[config.mk]
export PLATFORM = sky130hd
export DESIGN_NAME = rsi_sqrt_cell
export DESIGN_NICKNAME = d
export VERILOG_FILES = /design/src/sv/rsi_pkg.sv /design/src/sv/rsi_sqrt_cell.sv
export SDC_FILE = /design/constraint.sdc
export NUM_CORES = 1
export LEC_CHECK = 0
export ABC_AREA = 0
export ABC_CLOCK_PERIOD_IN_PS = 3500
export BUFFER_PORTS_ARGS = -buffer_cell sky130_fd_sc_hd__buf_2
export CAP_MARGIN = 10
export CORE_ASPECT_RATIO = 0.5
export CORE_MARGIN = 1
export CORE_UTILIZATION = 41
export CTS_CLUSTER_DIAMETER = 40
export DETAILED_ROUTE_END_ITERATION = 16
export GPL_TIMING_DRIVEN = 0
export PLACE_DENSITY = 0.67
export SYNTH_ARGS = -nofsm -noshare
export SYNTH_HDL_FRONTEND = slang
export SYNTH_SLANG_ARGS = --single-unit
[constraint.sdc]
create_clock -name clk -period 3.5 [get_ports clk]
set_input_delay 0.35 -clock clk [delete_from_list [all_inputs] [get_ports clk]]
set_output_delay 0.35 -clock clk [all_outputs]
set_load 0.005 [all_outputs]
[src/sv/rsi_pkg.sv]
`timescale 1ns / 1ps
// ----------------------------------------------------------------------------
// rsi_pkg: shared types and constants of the ray-sphere intersection block
// payload structs for the ray/sphere item and the hit item
// ----------------------------------------------------------------------------
package rsi_pkg;

  localparam int RSI_COORD_W  = 32;  // coordinate width, signed
  localparam int RSI_DIR_W    = 16;  // direction component width, signed
  localparam int RSI_DIR_FRAC = 14;  // default fractional bits of the direction

  typedef struct packed {
    logic signed [RSI_COORD_W-1:0] ray_org_x;
    logic signed [RSI_COORD_W-1:0] ray_org_y;
    logic signed [RSI_COORD_W-1:0] ray_org_z;
    logic signed [RSI_DIR_W-1:0]   ray_dir_x;
    logic signed [RSI_DIR_W-1:0]   ray_dir_y;
    logic signed [RSI_DIR_W-1:0]   ray_dir_z;
    logic signed [RSI_COORD_W-1:0] ctr_x;
    logic signed [RSI_COORD_W-1:0] ctr_y;
    logic signed [RSI_COORD_W-1:0] ctr_z;
    logic        [RSI_COORD_W-2:0] sphere_rad;
  } rsi_in_t;

  typedef struct packed {
    logic                          hit;
    logic signed [RSI_COORD_W-1:0] hit_dist;
    logic signed [RSI_COORD_W-1:0] hit_x;
    logic signed [RSI_COORD_W-1:0] hit_y;
    logic signed [RSI_COORD_W-1:0] hit_z;
  } rsi_out_t;

endpackage

[src/sv/rsi_sqrt_cell.sv]
`timescale 1ns / 1ps
// ----------------------------------------------------------------------------
// rsi_sqrt_cell: one stage of the floor square root chain
// settles one root bit per cell and hands remainder, root and side data on
// ----------------------------------------------------------------------------
module rsi_sqrt_cell import rsi_pkg::*; #(
  parameter int RW = 52,
  parameter int SW = 8
) (
  input  logic            clk,
  input  logic            rst_n,
  input  logic            en,
  input  logic            v_i,
  input  logic [2*RW-1:0] q_i,
  input  logic [RW+1:0]   rem_i,
  input  logic [RW-1:0]   root_i,
  input  logic [SW-1:0]   side_i,
  output logic            v_o,
  output logic [2*RW-1:0] q_o,
  output logic [RW+1:0]   rem_o,
  output logic [RW-1:0]   root_o,
  output logic [SW-1:0]   side_o
);

  localparam int RMW = RW + 2;

  logic            v_r;
  logic [2*RW-1:0] q_r,    q_nxt;
  logic [RMW-1:0]  rem_r,  rem_nxt;
  logic [RW-1:0]   root_r, root_nxt;
  logic [SW-1:0]   side_r;
  logic [RMW+1:0]  cur, trial, diff;
  logic            ge;

  always_comb begin
    cur      = {rem_i, q_i[2*RW-1 -: 2]};
    trial    = (RMW+2)'({root_i, 2'b01});
    diff     = cur - trial;
    ge       = (cur >= trial);
    rem_nxt  = ge ? diff[RMW-1:0] : cur[RMW-1:0];
    root_nxt = {root_i[RW-2:0], ge};
    q_nxt    = {q_i[2*RW-3:0], 2'b00};
  end

  always_ff @(posedge clk) begin
    if (!rst_n) begin
      v_r <= 1'b0;
    end else if (en) begin
      v_r <= v_i;
    end
  end

  always_ff @(posedge clk) begin
    if (en) begin
      q_r    <= q_nxt;
      rem_r  <= rem_nxt;
      root_r <= root_nxt;
      side_r <= side_i;
    end
  end

  assign v_o    = v_r;
  assign q_o    = q_r;
  assign rem_o  = rem_r;
  assign root_o = root_r;
  assign side_o = side_r;

endmodule

# After elaboration in Yosys (flattened, before gate mapping)
# Cells that the tools add are included.
[totals] reg_bits=217 output_inout_bits=219 wordCells=8
[op_classes] addsub=1 magnitude_cmp=1 n_mux=1
[op_table] op="$ge 56x54->1" count=1
[op_table] op="$mux 54" count=1
[op_table] op="$sub 54x54->54" count=1

# Logic depth before layout (Yosys ltp)
[depth] depth_word=2 depth_mapped=14 ltp_nobuf=12

# Least setup slack after synthesis
# No wires, ideal clock.
[synth_timing] kind="input to register" start="input root_i[6]" end="register rem_r[47] (netlist: rem_o[47]), data pin" setup_ns=0.169 arrival_time_ns=2.829 required_time_ns=3.331 setup_slack_ns=0.502 stages=11 path_buffers=0 path_cell_list="inv_1 > ha_1 > a21oi_1 > o21ai_0 > a221oi_1 > and3_4 > o21bai_1 > a311o_2 > a21oi_1 > mux2_2 > o31ai_1"
[synth_via] elab_chain_cells=2 word_cells_on_any_way=3 cone_classes="add/sub: 1; order compare: 1; mux: 1"
[synth_rtl] element="start, declared" line="rsi_sqrt_cell.sv:16" text="input logic [RW-1:0] root_i,"
[synth_rtl] element="$sub 54x54->54 / $ge 56x54->1 (equally long branches)" line="rsi_sqrt_cell.sv:38, rsi_sqrt_cell.sv:39"
[synth_rtl] element="$mux 54 *" line="rsi_sqrt_cell.sv:40" text="rem_nxt = ge ? diff[RMW-1:0] : cur[RMW-1:0];"
[synth_rtl] element="via rem_nxt[47]" line="rsi_sqrt_cell.sv:29" text="logic [RMW-1:0] rem_r, rem_nxt;"
[synth_rtl] element="end signal, assigned" line="rsi_sqrt_cell.sv:56" text="rem_r <= rem_nxt;"
[synth_rtl] element="end, declared" line="rsi_sqrt_cell.sv:29"
# Mark *: on every way through the listed nets, which the timed path passes. The rest lies on a longest branch.
# A chain may end at the register's enable or synchronous reset.

# Final worst setup path
[layout_timing] start="input root_i[34]" end="register rem_r[47] (netlist: rem_o[47]), data pin"
# The elaborated chain is that of the path after synthesis.

==> metrics.txt <==
Seq cells post-synth=217; Gate Count Post-Synth=853; worst-path fanout max=10; Final Slew Violations=0; Logic pwr share=19.7%; per-cell routed wire length=18.4 um; clk sink count=217; Relative slew margins=52.0%; Max IR drop VDD=0.369 mV; WS Path Type=in2reg; share of layout cells above drive strength 1=34.5%; max cap viols=0; Avg Inst Size Synth=12.2 um2; Post-synth top flop=edfxtp_1; setup violators final=0; yosys warns=0; post-detail-place hpwl=23.5 mm; Switching Share=27.5%; final core area utilization=63.5%; fin crit share=95.2%; Tightest Hold Check Type=in2reg; PwrDens=481 nW/um2; DRC viols=0; actual slew at the worst max-slew pin=0.721 ns; internal power=0.00541 W; Core Footprint=24400 um2; Via Count=9340; Net count, final=1751; die area=26100 um2; WP data arrival=3.65 ns; status=complete, no violations; Setup TNS=0 ns; Leak Pwr=6.74 nW; setup ws final=0.167 ns; NetSw=0.00205 W; Starting Density=42.6%; Final Skew=0 ns; CTS Buffer Depth=3; Reg power frac=43.5%; # rows=40; Crit. End Element=flip-flop; Tot GR Track Use=25.0%; CTS tree=done; total I/O pin count=441; crit start category=input pin; endpoints failing hold=0; clock latency on the worst-skew pair=0.54 ns; DRT Wirelength=33.7 mm; highest clock rate=300 MHz; Vias/cell=5.08; netlist area before placement=10400 um2; Layout area overhead=48.9%; Clock power frac=36.8%; total CTS buffers=26; # H-tree levels=1; Root Driver=clkbuf_16; fraction of registers with async set/reset=0%; first-pass GRT wire length=50.3 mm; number of port buffers=438; Post-synth EDFFs=216; post-synthesis cell type count=66; chip width=227 um; largest net degree at the start of global routing=139; share of the yosys chip area belonging to registers=62.5%; fill count=1950; Final Total Pwr=0.00746 W; ANT nets after route=0; dpl ws=-0.545 ns; grt ovf=0; vias in the first global route=9286; initial DRC count=626; Tmin final=3.33 ns; gpl congestion=0.892; drt pass-1 iters=5; die height=115 um; Worst-path clk slew=0.06 ns; initial antenna violation count=5; WP data required=3.81 ns; WHS=0.0206 ns
-- synth_stat cells (9+ instances only) --
cell / number / share of area [%]
inv_1: 74 / 2.7
nor3_1: 12 / 0.58
o21bai_1: 9 / 0.65
a21o_1: 15 / 1.1
edfxtp_1: 216 / 62
o21a_1: 10 / 0.72
o21ai_0: 79 / 3.8
nand2_1: 94 / 3.4
xnor2_1: 30 / 2.5
a21oi_1: 64 / 3.1
nand4_1: 17 / 1.0
ha_1: 54 / 6.5
xor2_1: 12 / 1.0
nor2_1: 31 / 1.1
clkbuf_1: 18 / 0.65
-- layout make-up --
type,count,area (um2),area share (%)
multi-input combinational,535,3510,22.7
timing repair buffer,594,3770,24.4
inverter,75,282,1.82
clock buffer,28,658,4.25
clock inverter,20,210,1.36
sequential,217,6510,42.0
tap,336,420,2.71
antenna,6,15.0,0.0969
buffer,26,121,0.783
-- layer usage --
layer  vias up  wire [um]  global-route usage, %
met3        60       1900                   5.11
met4         0        950                   7.56
met1      4542      13400                   29.5
met5         -          0                      0
met2       321      17500                   45.9
li1       4417          -                      -
-- sequential cells by signal (all words and copies together), names as in the netlist --
| name | flops |
|---|---|
| q_o | 102 |
| rem_o | 54 |
| root_o | 52 |
| side_o | 8 |
| v_o | 1 |
-- cells in the final DEF, fill, tap and decap left out, types with 15 or more instances in the layout --
master	n
inv_1	74
nand2_1	94
edfxtp_1	216
clkbuf_16	26
a21o_1	15
buf_2	441
o21ai_0	79
nor2_1	31
clkbuf_1	19
nand4_1	17
xnor2_1	30
dlygate4sd3_1	152
ha_1	54
a21oi_1	64
-- power groups by stage --
stage	Clock [W]	Combinational [W]	Sequential (W)
detailed placement	0	0.00130	0.00330
CTS	0.00278	0.00145	0.00324
finish	0.00274	0.00147	0.00325
global route	0.00289	0.00161	0.00327
global placement	0	0.00128	0.00330
floorplan	0	0.000609	0.00334
-- path summary, 6_finish.rpt --
| check | startpoint | to | slack (ns) | cells past startpoint |
|---|---|---|---|---|
| setup reg to reg | v_o | v_o | 2.89 | 2 |
| hold / removal | root_i[42] | root_o[43] | 0.02 | 1 |
| hold reg to reg | v_o | v_o | 0.54 | 2 |
| setup / recovery | root_i[34] | rem_o[47] | 0.17 | 15 |
-- timing repair --
action                     CTS  global route
setup endpoints to repair    0            47
gates resized for setup      0             5
hold buffers               152             0
setup buffers                0             3
hold endpoints to repair   152             0
-- worst max-delay path: stages --
cell	delay, ns
dlygate4sd3_1	0.53
buf_2	0.11
inv_1	0.04
ha_1	0.19
a21o_1	0.19
a21o_1	0.17
a21oi_1	0.24
nand2_1	0.10
o31ai_2	0.30
a211oi_2	0.18
o31ai_4	0.47
buf_4	0.28
buf_2	0.28
nand2_1	0.09
o31ai_1	0.11
-- kinds of logic (layout without fill, tap and decap cells) --
kind of cell / Yosys count / after routing / synth area share (%)
compound gates: 237 / 237 / 14.4
xor+xnor: 42 / 42 / 3.54
fa+ha+maj: 54 / 54 / 6.49
buf+inv: 102 / 743 / 3.88
flops: 217 / 217 / 62.5
mux: 4 / 4 / 0.409
other cells: 1 / 8 / 0.0360
simple gates: 196 / 196 / 8.73
-- metrics by stage --
step / instances / area [um2]
final: 1837 / 15500
after detailed placement: 1629 / 13100
after CTS: 1829 / 15400
after global placement: 1628 / 13000
after floorplan: 854 / 10400
after global routing: 1836 / 15500
(Power assumes the default switching activity.)
